### src/rtl/core/ppc_pkg.sv
// Shared types and fixed constants of the profile peak cluster unit.
package ppc_pkg;

   localparam int DIST_BITS   = 12;
   localparam int POS_BITS    = 16;
   localparam logic [POS_BITS-1:0] POS_MAX = 16'hFFFF;
   localparam logic [DIST_BITS-1:0] DIST_RESET = 12'd20;
   localparam int QUEUE_DEPTH = 4;
   localparam int QUEUE_PTR_BITS = 2;
   localparam int QUEUE_CNT_BITS = 3;

   typedef struct packed {
      logic peak_valid;
      logic last_peak;
   } ppc_flags_type;

   localparam int FLAGS_BITS = $bits(ppc_flags_type);

   typedef enum logic [2:0] {
      ST_IDLE = 3'b001,
      ST_DIV  = 3'b010,
      ST_DONE = 3'b100
   } ppc_state_type;

endpackage

### src/rtl/core/ppc_queue.sv
// Four-entry job queue between the peak front end and the divider back end.
module ppc_queue #(
   parameter int WIDTH = 32
) (
   input  logic             clock,
   input  logic             reset,
   input  logic             push_a,
   input  logic [WIDTH-1:0] data_a,
   input  logic             push_b,
   input  logic [WIDTH-1:0] data_b,
   input  logic             pop,
   output logic [WIDTH-1:0] head,
   output logic             empty,
   output logic             room_two
);

   logic [WIDTH-1:0] slot_ff [ppc_pkg::QUEUE_DEPTH];
   logic [ppc_pkg::QUEUE_PTR_BITS-1:0] wr_ptr_ff, wr_ptr_in, rd_ptr_ff, rd_ptr_in;
   logic [ppc_pkg::QUEUE_CNT_BITS-1:0] count_ff, count_in;
   logic [ppc_pkg::QUEUE_PTR_BITS-1:0] wr_next;

   assign wr_next  = wr_ptr_ff + 1'b1;
   assign head     = slot_ff[rd_ptr_ff];
   assign empty    = (count_ff == '0);
   assign room_two = (count_ff <= ppc_pkg::QUEUE_CNT_BITS'(ppc_pkg::QUEUE_DEPTH - 2));

   always_comb begin
      wr_ptr_in = wr_ptr_ff + ppc_pkg::QUEUE_PTR_BITS'(push_a) + ppc_pkg::QUEUE_PTR_BITS'(push_b);
      rd_ptr_in = rd_ptr_ff + ppc_pkg::QUEUE_PTR_BITS'(pop);
      count_in  = count_ff + ppc_pkg::QUEUE_CNT_BITS'(push_a)
                  + ppc_pkg::QUEUE_CNT_BITS'(push_b) - ppc_pkg::QUEUE_CNT_BITS'(pop);
   end

   always_ff @(posedge clock) begin
      if (reset) begin
         wr_ptr_ff <= '0;
         rd_ptr_ff <= '0;
         count_ff  <= '0;
      end else begin
         wr_ptr_ff <= wr_ptr_in;
         rd_ptr_ff <= rd_ptr_in;
         count_ff  <= count_in;
      end
   end

   always_ff @(posedge clock) begin
      if (push_a) begin
         slot_ff[wr_ptr_ff] <= data_a;
      end
      if (push_b) begin
         slot_ff[wr_next] <= data_b;
      end
   end

endmodule

### src/rtl/core/ppc_front.sv
// Front end: sample differencing, peak detection and cluster bookkeeping.
module ppc_front #(
   parameter int MAX_SAMPLES = 4096,
   parameter int SAMPLE_BITS = 12,
   parameter int IDX_BITS    = 13,
   parameter int SUM_BITS    = 26,
   parameter int JOB_BITS    = 41
) (
   input  logic                           clock,
   input  logic                           reset,
   input  logic                           accept,
   input  logic [SAMPLE_BITS-1:0]         sample,
   input  logic                           last_sample,
   input  logic [ppc_pkg::DIST_BITS-1:0]  distance,
   output logic                           push_a,
   output logic [JOB_BITS-1:0]            job_a,
   output logic                           push_b,
   output logic [JOB_BITS-1:0]            job_b
);

   localparam int CMP_BITS = (IDX_BITS > ppc_pkg::DIST_BITS) ? IDX_BITS : ppc_pkg::DIST_BITS;

   logic [IDX_BITS-1:0]    idx_ff, idx_in;
   logic [SAMPLE_BITS-1:0] prev_ff, prev_in;
   logic                   prev_ge0_ff, prev_ge0_in;
   logic                   open_ff, open_in;
   logic [IDX_BITS-1:0]    first_ff, first_in;
   logic [SUM_BITS-1:0]    sum_ff, sum_in;
   logic [IDX_BITS-1:0]    count_ff, count_in;

   logic                in_range, is_peak, merge, close_job;
   logic [IDX_BITS-1:0] peak;
   ppc_pkg::ppc_flags_type close_flags, last_flags;

   assign in_range = (idx_ff < IDX_BITS'(MAX_SAMPLES));
   assign peak     = idx_ff - 1'b1;
   assign is_peak  = in_range && (idx_ff >= IDX_BITS'(2)) && prev_ge0_ff && (sample <= prev_ff);
   assign merge    = open_ff
                     && (CMP_BITS'(peak - first_ff) < CMP_BITS'(distance));
   assign close_job = is_peak && !merge && open_ff;

   always_comb begin
      idx_in      = idx_ff;
      prev_in     = prev_ff;
      prev_ge0_in = prev_ge0_ff;
      open_in     = open_ff;
      first_in    = first_ff;
      sum_in      = sum_ff;
      count_in    = count_ff;
      if (in_range) begin
         if (idx_ff != '0) begin
            prev_ge0_in = (sample >= prev_ff);
         end
         prev_in = sample;
         idx_in  = idx_ff + 1'b1;
      end
      if (is_peak) begin
         if (merge) begin
            sum_in   = sum_ff + SUM_BITS'(peak);
            count_in = count_ff + 1'b1;
         end else begin
            open_in  = 1'b1;
            first_in = peak;
            sum_in   = SUM_BITS'(peak);
            count_in = IDX_BITS'(1);
         end
      end
   end

   always_comb begin
      close_flags.peak_valid = 1'b1;
      close_flags.last_peak  = 1'b0;
      last_flags.peak_valid  = open_in;
      last_flags.last_peak   = 1'b1;
      push_a = accept && (close_job || last_sample);
      push_b = accept && close_job && last_sample;
      if (close_job) begin
         job_a = {close_flags, count_ff, sum_ff};
      end else begin
         job_a = {last_flags, count_in, sum_in};
      end
      job_b = {last_flags, count_in, sum_in};
   end

   always_ff @(posedge clock) begin
      if (reset) begin
         idx_ff      <= '0;
         prev_ge0_ff <= 1'b1;
         open_ff     <= 1'b0;
      end else if (accept) begin
         // reset the index, slope flag and open-cluster flag once the last sample is flushed
         if (last_sample) begin
            idx_ff      <= '0;
            prev_ge0_ff <= 1'b1;
            open_ff     <= 1'b0;
         end else begin
            idx_ff      <= idx_in;
            prev_ge0_ff <= prev_ge0_in;
            open_ff     <= open_in;
         end
      end
   end

   always_ff @(posedge clock) begin
      if (accept) begin
         prev_ff  <= prev_in;
         first_ff <= first_in;
         sum_ff   <= sum_in;
         count_ff <= count_in;
      end
   end

endmodule

### src/rtl/core/ppc_back.sv
// Back end: restoring divider for the cluster mean and the result register.
module ppc_back #(
   parameter int IDX_BITS      = 13,
   parameter int SUM_BITS      = 26,
   parameter int FRACTION_BITS = 4,
   parameter int JOB_BITS      = 41
) (
   input  logic                          clock,
   input  logic                          reset,
   input  logic [JOB_BITS-1:0]           job,
   input  logic                          job_empty,
   output logic                          job_pop,
   input  logic                          rsp_pop,
   output logic                          rsp_empty,
   output logic [ppc_pkg::POS_BITS-1:0]  rsp_peak_position,
   output logic                          rsp_peak_valid,
   output logic                          rsp_last_peak
);

   localparam int DW = SUM_BITS + FRACTION_BITS;
   localparam int RW = IDX_BITS + 1;
   localparam int SW = $clog2(DW + 1);
   localparam int QW = (DW > ppc_pkg::POS_BITS) ? DW : ppc_pkg::POS_BITS;

   ppc_pkg::ppc_state_type state_ff, state_in;
   ppc_pkg::ppc_flags_type flags_ff, flags_in, job_flags;
   logic [IDX_BITS-1:0] job_count, div_ff, div_in;
   logic [SUM_BITS-1:0] job_sum;
   logic [DW-1:0]       quot_ff, quot_in;
   logic [RW-1:0]       rem_ff, rem_in, shifted;
   logic [RW:0]         trial;
   logic [SW-1:0]       step_ff, step_in;
   logic                out_valid_ff, out_valid_in, out_load;
   logic [ppc_pkg::POS_BITS-1:0] out_pos_ff, mean;
   ppc_pkg::ppc_flags_type out_flags_ff;

   assign {job_flags, job_count, job_sum} = job;

   assign shifted = {rem_ff[RW-2:0], quot_ff[DW-1]};
   assign trial   = {1'b0, shifted} - (RW + 1)'(div_ff);
   assign mean    = (QW'(quot_ff) > QW'(ppc_pkg::POS_MAX)) ? ppc_pkg::POS_MAX
                    : ppc_pkg::POS_BITS'(quot_ff);
   assign out_load = (state_ff == ppc_pkg::ST_DONE) && (!out_valid_ff || rsp_pop);
   assign job_pop  = (state_ff == ppc_pkg::ST_IDLE) && !job_empty;

   always_comb begin
      state_in = state_ff;
      flags_in = flags_ff;
      div_in   = div_ff;
      quot_in  = quot_ff;
      rem_in   = rem_ff;
      step_in  = step_ff;
      case (state_ff)
         ppc_pkg::ST_IDLE: begin
            if (!job_empty) begin
               flags_in = job_flags;
               div_in   = job_count;
               quot_in  = {job_sum, FRACTION_BITS'(0)};
               rem_in   = '0;
               step_in  = SW'(DW);
               if (job_flags.peak_valid) begin
                  state_in = ppc_pkg::ST_DIV;
               end else begin
                  quot_in  = '0;
                  state_in = ppc_pkg::ST_DONE;
               end
            end
         end
         ppc_pkg::ST_DIV: begin
            // one quotient bit per cycle
            quot_in = {quot_ff[DW-2:0], !trial[RW]};
            rem_in  = trial[RW] ? shifted : trial[RW-1:0];
            step_in = step_ff - 1'b1;
            if (step_ff == SW'(1)) begin
               state_in = ppc_pkg::ST_DONE;
            end
         end
         ppc_pkg::ST_DONE: begin
            if (out_load) begin
               state_in = ppc_pkg::ST_IDLE;
            end
         end
         default: begin
            state_in = ppc_pkg::ST_IDLE;
         end
      endcase
   end

   always_comb begin
      out_valid_in = out_valid_ff;
      if (out_load) begin
         out_valid_in = 1'b1;
      end else if (rsp_pop) begin
         out_valid_in = 1'b0;
      end
   end

   always_ff @(posedge clock) begin
      if (reset) begin
         state_ff     <= ppc_pkg::ST_IDLE;
         out_valid_ff <= 1'b0;
      end else begin
         state_ff     <= state_in;
         out_valid_ff <= out_valid_in;
      end
   end

   always_ff @(posedge clock) begin
      flags_ff <= flags_in;
      div_ff   <= div_in;
      quot_ff  <= quot_in;
      rem_ff   <= rem_in;
      step_ff  <= step_in;
      if (out_load) begin
         out_pos_ff   <= mean;
         out_flags_ff <= flags_ff;
      end
   end

   assign rsp_empty         = !out_valid_ff;
   assign rsp_peak_position = out_pos_ff;
   assign rsp_peak_valid    = out_flags_ff.peak_valid;
   assign rsp_last_peak     = out_flags_ff.last_peak;

endmodule

### src/rtl/core/profile_peak_cluster_unit.sv
// Top level of the profile peak cluster unit: front end, job queue, divider back end.
//
//   channel  direction  transfer when          payload
//   req_     in         req_push & !req_full   req_sample, req_last_sample
//   rsp_     out        rsp_pop & !rsp_empty   rsp_peak_position, rsp_peak_valid, rsp_last_peak
//   csr_     in         csr_valid & csr_ready  csr_data (cluster distance)
//
// The front end takes one sample per cycle as long as the job queue has room for two jobs.
// Each closed cluster passes the back end's divider for SUM_BITS + FRACTION_BITS quotient bits
// (30 at the default sizes) before the hand-off; a profile end with no cluster skips the divider.
// The four-entry job queue absorbs bursts; req_full stalls input when fewer than two are free.
// rsp_empty low presents a held result; a stalled rsp_pop holds it while the divider runs on.
// Reset is synchronous and clears the profile, the queue and sets the distance to 20.
module profile_peak_cluster_unit #(
   parameter int MAX_SAMPLES   = 4096,
   parameter int SAMPLE_BITS   = 12,
   parameter int FRACTION_BITS = 4
) (
   input  logic                          clock,
   input  logic                          reset,
   input  logic                          req_push,
   output logic                          req_full,
   input  logic [SAMPLE_BITS-1:0]        req_sample,
   input  logic                          req_last_sample,
   output logic                          rsp_empty,
   input  logic                          rsp_pop,
   output logic [ppc_pkg::POS_BITS-1:0]  rsp_peak_position,
   output logic                          rsp_peak_valid,
   output logic                          rsp_last_peak,
   input  logic                          csr_valid,
   output logic                          csr_ready,
   input  logic [ppc_pkg::DIST_BITS-1:0] csr_data
);

   // index must hold MAX_SAMPLES itself; sum of peaks is below MAX_SAMPLES squared
   localparam int IDX_BITS = $clog2(MAX_SAMPLES + 1);
   localparam int SUM_BITS = 2 * IDX_BITS;
   localparam int JOB_BITS = ppc_pkg::FLAGS_BITS + IDX_BITS + SUM_BITS;

   logic [ppc_pkg::DIST_BITS-1:0] distance_ff, distance_in;
   logic                req_accept;
   logic                push_a, push_b, job_pop, job_empty, room_two;
   logic [JOB_BITS-1:0] job_a, job_b, job_head;

   // the distance register takes a write every cycle it is offered
   assign csr_ready   = 1'b1;
   assign distance_in = (csr_valid && csr_ready) ? csr_data : distance_ff;

   always_ff @(posedge clock) begin
      if (reset) begin
         distance_ff <= ppc_pkg::DIST_RESET;
      end else begin
         distance_ff <= distance_in;
      end
   end

   // hold input while the queue cannot take a close job and a flush job together
   assign req_full   = !room_two;
   assign req_accept = req_push && !req_full;

   ppc_front #(
      .MAX_SAMPLES (MAX_SAMPLES),
      .SAMPLE_BITS (SAMPLE_BITS),
      .IDX_BITS    (IDX_BITS),
      .SUM_BITS    (SUM_BITS),
      .JOB_BITS    (JOB_BITS)
   ) u_front (
      .clock       (clock),
      .reset       (reset),
      .accept      (req_accept),
      .sample      (req_sample),
      .last_sample (req_last_sample),
      .distance    (distance_ff),
      .push_a      (push_a),
      .job_a       (job_a),
      .push_b      (push_b),
      .job_b       (job_b)
   );

   ppc_queue #(
      .WIDTH (JOB_BITS)
   ) u_queue (
      .clock    (clock),
      .reset    (reset),
      .push_a   (push_a),
      .data_a   (job_a),
      .push_b   (push_b),
      .data_b   (job_b),
      .pop      (job_pop),
      .head     (job_head),
      .empty    (job_empty),
      .room_two (room_two)
   );

   ppc_back #(
      .IDX_BITS      (IDX_BITS),
      .SUM_BITS      (SUM_BITS),
      .FRACTION_BITS (FRACTION_BITS),
      .JOB_BITS      (JOB_BITS)
   ) u_back (
      .clock             (clock),
      .reset             (reset),
      .job               (job_head),
      .job_empty         (job_empty),
      .job_pop           (job_pop),
      .rsp_pop           (rsp_pop),
      .rsp_empty         (rsp_empty),
      .rsp_peak_position (rsp_peak_position),
      .rsp_peak_valid    (rsp_peak_valid),
      .rsp_last_peak     (rsp_last_peak)
   );

endmodule

### config.mk
export PLATFORM = sky130hd
export DESIGN_NAME = profile_peak_cluster_unit
export DESIGN_NICKNAME = d
export VERILOG_FILES = /design/src/rtl/core/ppc_pkg.sv /design/src/rtl/core/ppc_queue.sv /design/src/rtl/core/ppc_front.sv /design/src/rtl/core/ppc_back.sv /design/src/rtl/core/profile_peak_cluster_unit.sv
export SDC_FILE = /design/constraint.sdc
export NUM_CORES = 1
export LEC_CHECK = 0
export BUFFER_PORTS_ARGS = -buffer_cell sky130_fd_sc_hd__buf_2
export CAP_MARGIN = 20
export CORE_UTILIZATION = 35
export DETAILED_ROUTE_END_ITERATION = 6
export HOLD_SLACK_MARGIN = 0.15
export PLACE_DENSITY = 0.51
export SLEW_MARGIN = 10
export SYNTH_ARGS = -nofsm -noshare
export SYNTH_HDL_FRONTEND = slang
export SYNTH_SLANG_ARGS = --single-unit
### constraint.sdc
create_clock -name clock -period 11 [get_ports clock]
set_input_delay 1.65 -clock clock [delete_from_list [all_inputs] [get_ports clock]]
set_output_delay 1.65 -clock clock [all_outputs]
set_load 0.01 [all_outputs]
==> metrics.txt, run 1 <==
# TYPE chip_impl_metric gauge
chip_impl_metric{name="syn_area",unit="mm²"} 0.0190
chip_impl_metric{name="grt_pass1_vias",unit=""} 13465
chip_impl_info{name="crit_slowest_cell",value="or4_1"} 1
chip_impl_metric{name="worst-r2r-cell-count",unit=""} 21
chip_impl_metric{name="grt_start_max_net_pins",unit=""} 103
chip_impl_metric{name="fp.dieW",unit="µm"} 235
chip_impl_metric{name="numCtsBuffers",unit=""} 42
chip_impl_metric{name="grt_pass1_wl",unit="µm"} 77300
chip_impl_info{name="grt_setup_unrepaired",value="false"} 1
chip_impl_metric{name="ctsLongestPathBuffers",unit=""} 3
chip_impl_metric{name="leakage",unit="µW"} 0.00748
chip_impl_metric{name="layout_worst_path_cycle_share",unit="%"} 61.9
chip_impl_metric{name="wl",unit="µm"} 49400
chip_impl_metric{name="fill_cells",unit=""} 5124
chip_impl_metric{name="synthDistinctLibCells",unit=""} 83
chip_impl_info{name="min_path_type",value="flop to flop"} 1
chip_impl_info{name="cell_type_group_with_the_largest_total_delay_on_the_critical_path",value="simple AND/OR/NAND/NOR gates"} 1
chip_impl_metric{name="grt.total_usage",unit="%"} 17.9
chip_impl_info{name="r2r_start",value="u_front.idx_ff[2]"} 1
chip_impl_metric{name="wl_per_cell",unit="µm"} 20.0
chip_impl_metric{name="synth.avg_cell_area",unit="µm²"} 11.0
chip_impl_metric{name="hpwl",unit="µm"} 33900
chip_impl_metric{name="placement_rows",unit=""} 85
chip_impl_metric{name="gp_weighted_congestion",unit=""} 0.825
chip_impl_metric{name="clkLatencyLatePin",unit="ns"} 0.58
chip_impl_metric{name="final-max-slew-violation-count",unit=""} 0
chip_impl_metric{name="post_route_cells_drive_above_1_share",unit="%"} 14.2
chip_impl_metric{name="start_util",unit="%"} 35.4
chip_impl_metric{name="detailed_place.area",unit="mm²"} 0.0199
chip_impl_metric{name="clk_pin_slew",unit="ns"} 0.06
chip_impl_metric{name="reg2reg_slack",unit="ns"} 4.19
chip_impl_info{name="hp-start",value="u_back.flags_ff[1]"} 1
chip_impl_metric{name="total_vias_in_the_final_route",unit=""} 13591
chip_impl_metric{name="core_region_area",unit="mm²"} 0.0537
chip_impl_metric{name="timing.final.setup_violations",unit=""} 0
chip_impl_metric{name="post-cts-setup-buffer-count",unit=""} 0
chip_impl_metric{name="ys_ff_latch",unit=""} 347
chip_impl_metric{name="synth_warnings",unit=""} 0
chip_impl_metric{name="design.portCount",unit=""} 51
chip_impl_metric{name="timing_hold_violations_final",unit=""} 0
chip_impl_metric{name="layout.nets",unit=""} 1851
chip_impl_metric{name="critical_path_arrival",unit="ns"} 7.02
chip_impl_metric{name="post_cts_resized",unit=""} 0
chip_impl_info{name="min_to",value="u_back.rsp_peak_valid"} 1
chip_impl_info{name="run_status",value="complete, no violations"} 1
chip_impl_metric{name="holdBufCountCts",unit=""} 0
chip_impl_metric{name="syn_inst",unit=""} 1731
chip_impl_metric{name="flow.area_growth_from_synthesis",unit="%"} 12.0
chip_impl_info{name="synth_ff_type",value="edfxtp_1"} 1
chip_impl_metric{name="setup_tns",unit="ns"} 0
chip_impl_info{name="r2r_end",value="u_queue.slot_ff[0][9]"} 1
chip_impl_metric{name="period_needed",unit="ns"} 6.81
chip_impl_metric{name="largest_vdd_supply_drop",unit="mV"} 0.147
chip_impl_info{name="tritoncts",value="built"} 1
chip_impl_metric{name="worst-slew-pin-transition",unit="ns"} 1.13
chip_impl_metric{name="number_of_sinks_on_the_clock_net",unit=""} 347
chip_impl_metric{name="drt_first_pass_iters",unit=""} 5
chip_impl_metric{name="grt_antenna_before_repair",unit=""} 0
chip_impl_metric{name="design_area",unit="mm²"} 0.0213
chip_impl_metric{name="sequential_to_total_area_share_from_yosys_stat",unit="%"} 52.6
chip_impl_metric{name="asyncSetResetFlopFracSynth",unit="%"} 0
chip_impl_metric{name="syn_nets",unit=""} 1837
chip_impl_metric{name="pd_cells",unit="mW/mm²"} 230
chip_impl_metric{name="fp.dieH",unit="µm"} 235
chip_impl_metric{name="drt_iter0_markers",unit=""} 1047
chip_impl_metric{name="synth-edff-count",unit=""} 305
chip_impl_info{name="setup.worst_path.start_class",value="flop"} 1
chip_impl_metric{name="cts_max_level",unit=""} 2
chip_impl_metric{name="worst_clock_skew",unit="ns"} 0.0291
chip_impl_metric{name="maximum_fanout_along_the_worst_path",unit=""} 28
chip_impl_metric{name="worstPathRequired",unit="ns"} 11.21
chip_impl_metric{name="worst-path-buf-inv",unit=""} 3
chip_impl_info{name="path_class",value="flop to flop"} 1
chip_impl_metric{name="floorplan_die_area",unit="mm²"} 0.0552
chip_impl_metric{name="routed_via_density",unit=""} 5.50
chip_impl_metric{name="timing.hold.worst_path_depth",unit=""} 0
chip_impl_metric{name="drtAntennaViolNets",unit=""} 0
chip_impl_metric{name="drc_errors",unit=""} 0
chip_impl_info{name="critical_path.cell_chain",value="nor3_1 -> nand3_1 -> or3_1 -> xnor2_1 -> ha_1 -> a21oi_1 -> o21ai_0 -> a21o_1 -> a21oi_1 -> xnor2_1 -> ha_1 -> o21ai_0 -> nand2b_1 -> a211oi_1 -> nor2_1 -> o31ai_2 -> or4_1 -> a31o_1 -> buf_4 -> inv_1 -> buf_4"} 1
chip_impl_metric{name="fmaxAchievable",unit="MHz"} 147
chip_impl_info{name="layout.cells.most_common",value="edfxtp_1"} 1
chip_impl_metric{name="maxCapViolCount",unit=""} 0
chip_impl_info{name="clock_tree.root_cell",value="clkbuf_16"} 1
chip_impl_metric{name="relSlewSlack",unit="%"} 23.9
chip_impl_metric{name="n_antenna_cell",unit=""} 0
chip_impl_info{name="final_cell_mix",value="edfxtp_1 (305), a21oi_1 (139), nand3_1 (137)"} 1
chip_impl_metric{name="numPortBuffers",unit=""} 49
chip_impl_info{name="endpoint_kind",value="flop"} 1
chip_impl_metric{name="overflow",unit=""} 0
chip_impl_metric{name="crit_path_max_incr_delay",unit="ns"} 0.57
==> cell type report <==
class / count / area [µm²] / share of cell area [%]
clock buffer: 49 / 1090 / 5.11
clock inverter: 27 / 320 / 1.50
inverter: 128 / 480 / 2.26
multi-input combinational: 1149 / 8070 / 37.9
sequential: 347 / 10000 / 47.0
tap: 696 / 871 / 4.09
timing repair buffer: 77 / 467 / 2.19
==> cell families (layout without fill, tap and decap cells) <==
family                     Yosys count  in the layout  synth area share, %
AOI/OAI and AO/OA                  403            403                 14.1
xor gates and xnor gates            56             56                 2.58
adders and majority gates           76             76                 5.24
buffers and inverters              235            281                 5.07
DFF                                347            347                 52.6
muxes                               65             65                 6.09
other                                1              1               0.0197
and+or+nand+nor                    548            548                 14.2
==> worst max-delay path by stage <==
stage,from,endpoint,slack (ns),depth (start not counted)
6_report,u_front.idx_ff[2],u_queue.slot_ff[0][9],4.19,21
3_3_place_gp,u_front.idx_ff[2],u_queue.slot_ff[0][6],4.38,22
4_1_cts,u_front.idx_ff[2],u_queue.slot_ff[0][27],4.23,21
3_5_place_dp,u_front.idx_ff[2],u_queue.slot_ff[0][6],4.28,21
2_1_floorplan,u_front.idx_ff[2],u_queue.slot_ff[0][0],5.32,22
5_1_grt,u_front.idx_ff[2],u_queue.slot_ff[1][27],3.60,23
==> flip-flops by register name, indices dropped and copies added (netlist names), 13 cells and up <==
signal and flops:
u_back.div_ff 13, u_back.quot_ff 30, u_back.rem_ff 13, u_back.rsp_peak_position 16
u_front.count_ff 13, u_front.first_ff 13, u_front.idx_ff 13, u_front.sum_ff 26
u_queue.slot_ff 164
==> per-layer routing <==
metal | share of wire, % | wire length, µm | vias to the layer above | GRT usage (%)
li1 | - | - | 6468 | -
met1 | 47 | 23400 | 6627 | 25.2
met2 | 44 | 21500 | 410 | 27.2
met3 | 6.4 | 3160 | 86 | 3.42
met4 | 2.8 | 1370 | 0 | 6.40
met5 | 0 | 0 | - | 0
==> worst reg2reg max path: stages (launching register included) <==
cell and delay, ns:
dfxtp_1 0.42, nor3_1 0.39, nand3_1 0.23, or3_1 0.37, xnor2_1 0.48, ha_1 0.38
a21oi_1 0.26, o21ai_0 0.19, a21o_1 0.21, a21oi_1 0.17, xnor2_1 0.09, ha_1 0.29
o21ai_0 0.08, nand2b_1 0.08, a211oi_1 0.08, nor2_1 0.41, o31ai_2 0.25, or4_1 0.57
a31o_1 0.23, buf_4 0.26, inv_1 0.48, buf_4 0.51
==> power breakdown <==
part | leakage, µW | total (µW) | switching, µW | internal (µW)
sequential | 0.00319 | 1940 | 179 | 1760
clock | 0.000681 | 1430 | 574 | 853
combinational | 0.00361 | 1520 | 932 | 588
total | 0.00748 | 4890 | 1680 | 3210
==> Yosys cell counts, types with 16 or more instances <==
| master | count | share of area [%] |
|---|---|---|
| nand3_1 | 137 | 3.6 |
| nand4_1 | 20 | 0.66 |
| a21oi_1 | 139 | 3.7 |
| buf_1 | 17 | 0.34 |
| nor3_1 | 31 | 0.82 |
| dfxtp_1 | 42 | 4.4 |
| ha_1 | 70 | 4.6 |
| xor2_1 | 22 | 1.0 |
| buf_2 | 21 | 0.55 |
| inv_1 | 126 | 2.5 |
| nor4_1 | 17 | 0.56 |
| a21oi_2 | 18 | 0.83 |
| o2bb2ai_1 | 29 | 1.3 |
| a211oi_1 | 16 | 0.63 |
| clkbuf_1 | 58 | 1.1 |
| o21ai_0 | 66 | 1.7 |
| mux4_2 | 40 | 4.7 |
| xnor2_1 | 34 | 1.6 |
| nor2_1 | 99 | 2.0 |
| nand2_1 | 134 | 2.6 |
| edfxtp_1 | 305 | 48 |
| mux2i_1 | 22 | 1.2 |
| or2_2 | 24 | 0.79 |
==> per-stage QoR <==
step                utilization (%)  std cells  worst slack, ns  hold WS (ns)  power (µW)
CTS                            39.6       2470             4.23         0.417        4940
global route                   39.7       2473             3.60         0.419        5180
detailed placement             37.0       2394             4.28         0.406        3490
finish                         39.7       2473             4.19         0.420        4890
floorplan                         -       1731             5.32         0.400        3060
global placement               37.0       2393             4.38         0.407        3470
Note: power is estimated with default switching activity, not from simulation.
==> run 2, diff against run 1 <==
- PLACE_DENSITY: 0.51 -> 0.53
- clock period: 11 -> 5.7 ns (I/O delays scaled with it)
==> metrics.txt, run 2 (synthesis gave the netlist of run 1 again) <==
# TYPE chip_impl_metric gauge
chip_impl_metric{name="grt_start_max_net_pins",unit=""} 54
chip_impl_metric{name="overflow",unit=""} 0
chip_impl_info{name="tritoncts",value="built"} 1
chip_impl_metric{name="postLayoutSetupSlackWorst",unit="ns"} 0.364
chip_impl_metric{name="wl_per_cell",unit="µm"} 20.5
chip_impl_info{name="path_class",value="flop to flop"} 1
chip_impl_info{name="largest_register",value="u_queue.slot_ff"} 1
chip_impl_info{name="crit_path_start",value="u_front.idx_ff[0]"} 1
chip_impl_metric{name="pre_cts_slack",unit="ns"} 0.145
chip_impl_metric{name="clkLatencyLatePin",unit="ns"} 0.58
chip_impl_metric{name="layout_worst_path_cycle_share",unit="%"} 93.6
chip_impl_metric{name="numPortBuffers",unit=""} 49
chip_impl_metric{name="worst-slew-pin-transition",unit="ns"} 1.13
chip_impl_metric{name="start_util",unit="%"} 35.4
chip_impl_info{name="clock_tree.root_cell",value="clkbuf_16"} 1
chip_impl_metric{name="post_route_cells_drive_above_1_share",unit="%"} 16.7
chip_impl_metric{name="grt_pass1_wl",unit="µm"} 80300
chip_impl_metric{name="grt_antenna_before_repair",unit=""} 1
chip_impl_metric{name="placement_rows",unit=""} 85
chip_impl_metric{name="maxCapViolCount",unit=""} 0
chip_impl_metric{name="worstPathRequired",unit="ns"} 6.13
chip_impl_metric{name="fp.dieH",unit="µm"} 235
chip_impl_metric{name="design.portCount",unit=""} 51
chip_impl_metric{name="drc_errors",unit=""} 0
chip_impl_metric{name="drt_iter0_markers",unit=""} 1200
chip_impl_info{name="layout.cells.most_common",value="edfxtp_1"} 1
chip_impl_metric{name="largest_reg_flops",unit=""} 164
chip_impl_metric{name="ctsLongestPathBuffers",unit=""} 3
chip_impl_metric{name="power.total",unit="µW"} 9430
chip_impl_metric{name="timing_hold_violations_final",unit=""} 0
chip_impl_metric{name="wl",unit="µm"} 51600
chip_impl_metric{name="pd_cells",unit="mW/mm²"} 435
chip_impl_metric{name="fill_cells",unit=""} 5153
chip_impl_metric{name="drtAntennaViolNets",unit=""} 0
chip_impl_metric{name="timing.final.setup_violations",unit=""} 0
chip_impl_metric{name="worst_hold_slack",unit="ns"} 0.420
chip_impl_metric{name="critical_path_arrival",unit="ns"} 5.76
chip_impl_metric{name="drt_first_pass_iters",unit=""} 6
chip_impl_metric{name="leakage",unit="µW"} 0.00771
chip_impl_metric{name="total_vias_in_the_final_route",unit=""} 13927
chip_impl_metric{name="gp_weighted_congestion",unit=""} 0.845
chip_impl_info{name="setup.worst_path.start_class",value="flop"} 1
chip_impl_metric{name="fmaxAchievable",unit="MHz"} 187
chip_impl_metric{name="final-max-slew-violation-count",unit=""} 0
chip_impl_info{name="run_status",value="complete, no violations"} 1
chip_impl_metric{name="grt.total_usage",unit="%"} 18.7
chip_impl_info{name="endpoint_kind",value="flop"} 1
chip_impl_metric{name="layout.nets",unit=""} 1901
chip_impl_metric{name="flow.area_growth_from_synthesis",unit="%"} 14.2
chip_impl_metric{name="hpwl",unit="µm"} 34200
chip_impl_metric{name="n_antenna_cell",unit=""} 0
chip_impl_metric{name="routed_via_density",unit=""} 5.52
chip_impl_info{name="hp-start",value="u_back.flags_ff[1]"} 1
chip_impl_metric{name="number_of_sinks_on_the_clock_net",unit=""} 347
chip_impl_metric{name="relSlewSlack",unit="%"} 24.3
chip_impl_metric{name="floorplan_die_area",unit="mm²"} 0.0552
chip_impl_metric{name="core_region_area",unit="mm²"} 0.0537
chip_impl_metric{name="numCtsBuffers",unit=""} 42
chip_impl_info{name="reg_top3",value="u_queue.slot_ff (164), u_back.quot_ff (30), u_front.sum_ff (26)"} 1
chip_impl_metric{name="largest_vdd_supply_drop",unit="mV"} 0.265
chip_impl_info{name="final_cell_mix",value="edfxtp_1 (305), a21oi_1 (138), nand3_1 (137)"} 1
chip_impl_info{name="min_path_type",value="flop to flop"} 1
chip_impl_metric{name="clk_pin_slew",unit="ns"} 0.06
chip_impl_metric{name="grt_pass1_vias",unit=""} 13828
chip_impl_metric{name="maximum_fanout_along_the_worst_path",unit=""} 14
chip_impl_info{name="r2r_start",value="u_front.idx_ff[0]"} 1
chip_impl_metric{name="fp.dieW",unit="µm"} 235
chip_impl_metric{name="period_needed",unit="ns"} 5.34
chip_impl_metric{name="cts_max_level",unit=""} 2
chip_impl_metric{name="worst_clock_skew",unit="ns"} 0.0215
==> run 2: changes by cell type in the layout (fill, tap and decap cells not counted), moves of 3 or more <==
cell      delta
buf_12       +3
buf_4       +48
clkinv_1     +3
o21ai_0      -3
o21ai_1      +3
==> run 2: layout make-up <==
cell class	count	area [µm²]	share of cell area, %
flip-flops and latches	347	10000	46.1
multi-input cells	1149	8110	37.4
inverters	128	480	2.21
well taps	696	871	4.01
repair buffers	127	888	4.09
clock inverters	26	270	1.25
clock buffers	50	1080	4.98
==> run 2: where the power goes <==
group | internal, µW | total (µW) | leakage, µW | switching, µW
Clock | 1550 | 2640 | 0.000654 | 1090
Sequential | 3410 | 3750 | 0.00319 | 343
Combinational | 1210 | 3050 | 0.00387 | 1840
Total | 6160 | 9430 | 0.00771 | 3280
==> run 2: final timing paths <==
| check | depth (start not counted) | slack, ns | end |
|---|---|---|---|
| worst max-delay path | 23 | 0.36 | u_queue.slot_ff[2][12] |
| worst min-delay path | 0 | 0.42 | u_back.rsp_peak_valid |
| worst max register to register | 23 | 0.36 | u_queue.slot_ff[2][12] |
| worst min register to register | 0 | 0.42 | u_back.rsp_peak_valid |
==> run 2: metrics by stage <==
stage / area (µm²) / std cells / util (%) / setup TNS, ns
after floorplan: 19000 / 1731 / - / 0
after global placement: 20300 / 2445 / 37.7 / 0
after detailed placement: 20300 / 2446 / 37.8 / 0
after CTS: 21700 / 2522 / 40.3 / 0
after global routing: 21700 / 2523 / 40.4 / -0.0149
final: 21700 / 2523 / 40.4 / 0
==> run 2: per-layer routing <==
layer  track usage (%)  wire length, µm  share of wire (%)
met1              25.4            22800                 44
met2              30.2            24100                 47
met3              3.27             3420                6.6
met4              6.12             1230                2.4
met5                 0                0                  0
==> run 2: worst max-delay path, cell delays in order (launching register included) <==
cell      delay (ns)
dfxtp_1         0.31
inv_1           0.20
ha_2            0.29
nand2_1         0.08
xor2_1          0.21
inv_1           0.10
ha_1            0.34
o211ai_1        0.11
a21o_1          0.18
and2_1          0.16
o21ai_1         0.21
a21o_1          0.15
a21oi_1         0.07
xnor2_1         0.14
ha_1            0.30
o21ai_0         0.08
nand2b_1        0.07
a211oi_1        0.08
or2_4           0.32
a31oi_4         0.16
buf_4           0.23
nand2_2         0.16
nor3_2          0.94
a22o_1          0.29
==> run 2: repair_timing <==
item / 4_1_cts / 5_1_grt
setup buffers: 0 / 0
hold buffers: 0 / 0
gates resized for setup: 0 / 13
setup endpoints to repair: 0 / 269
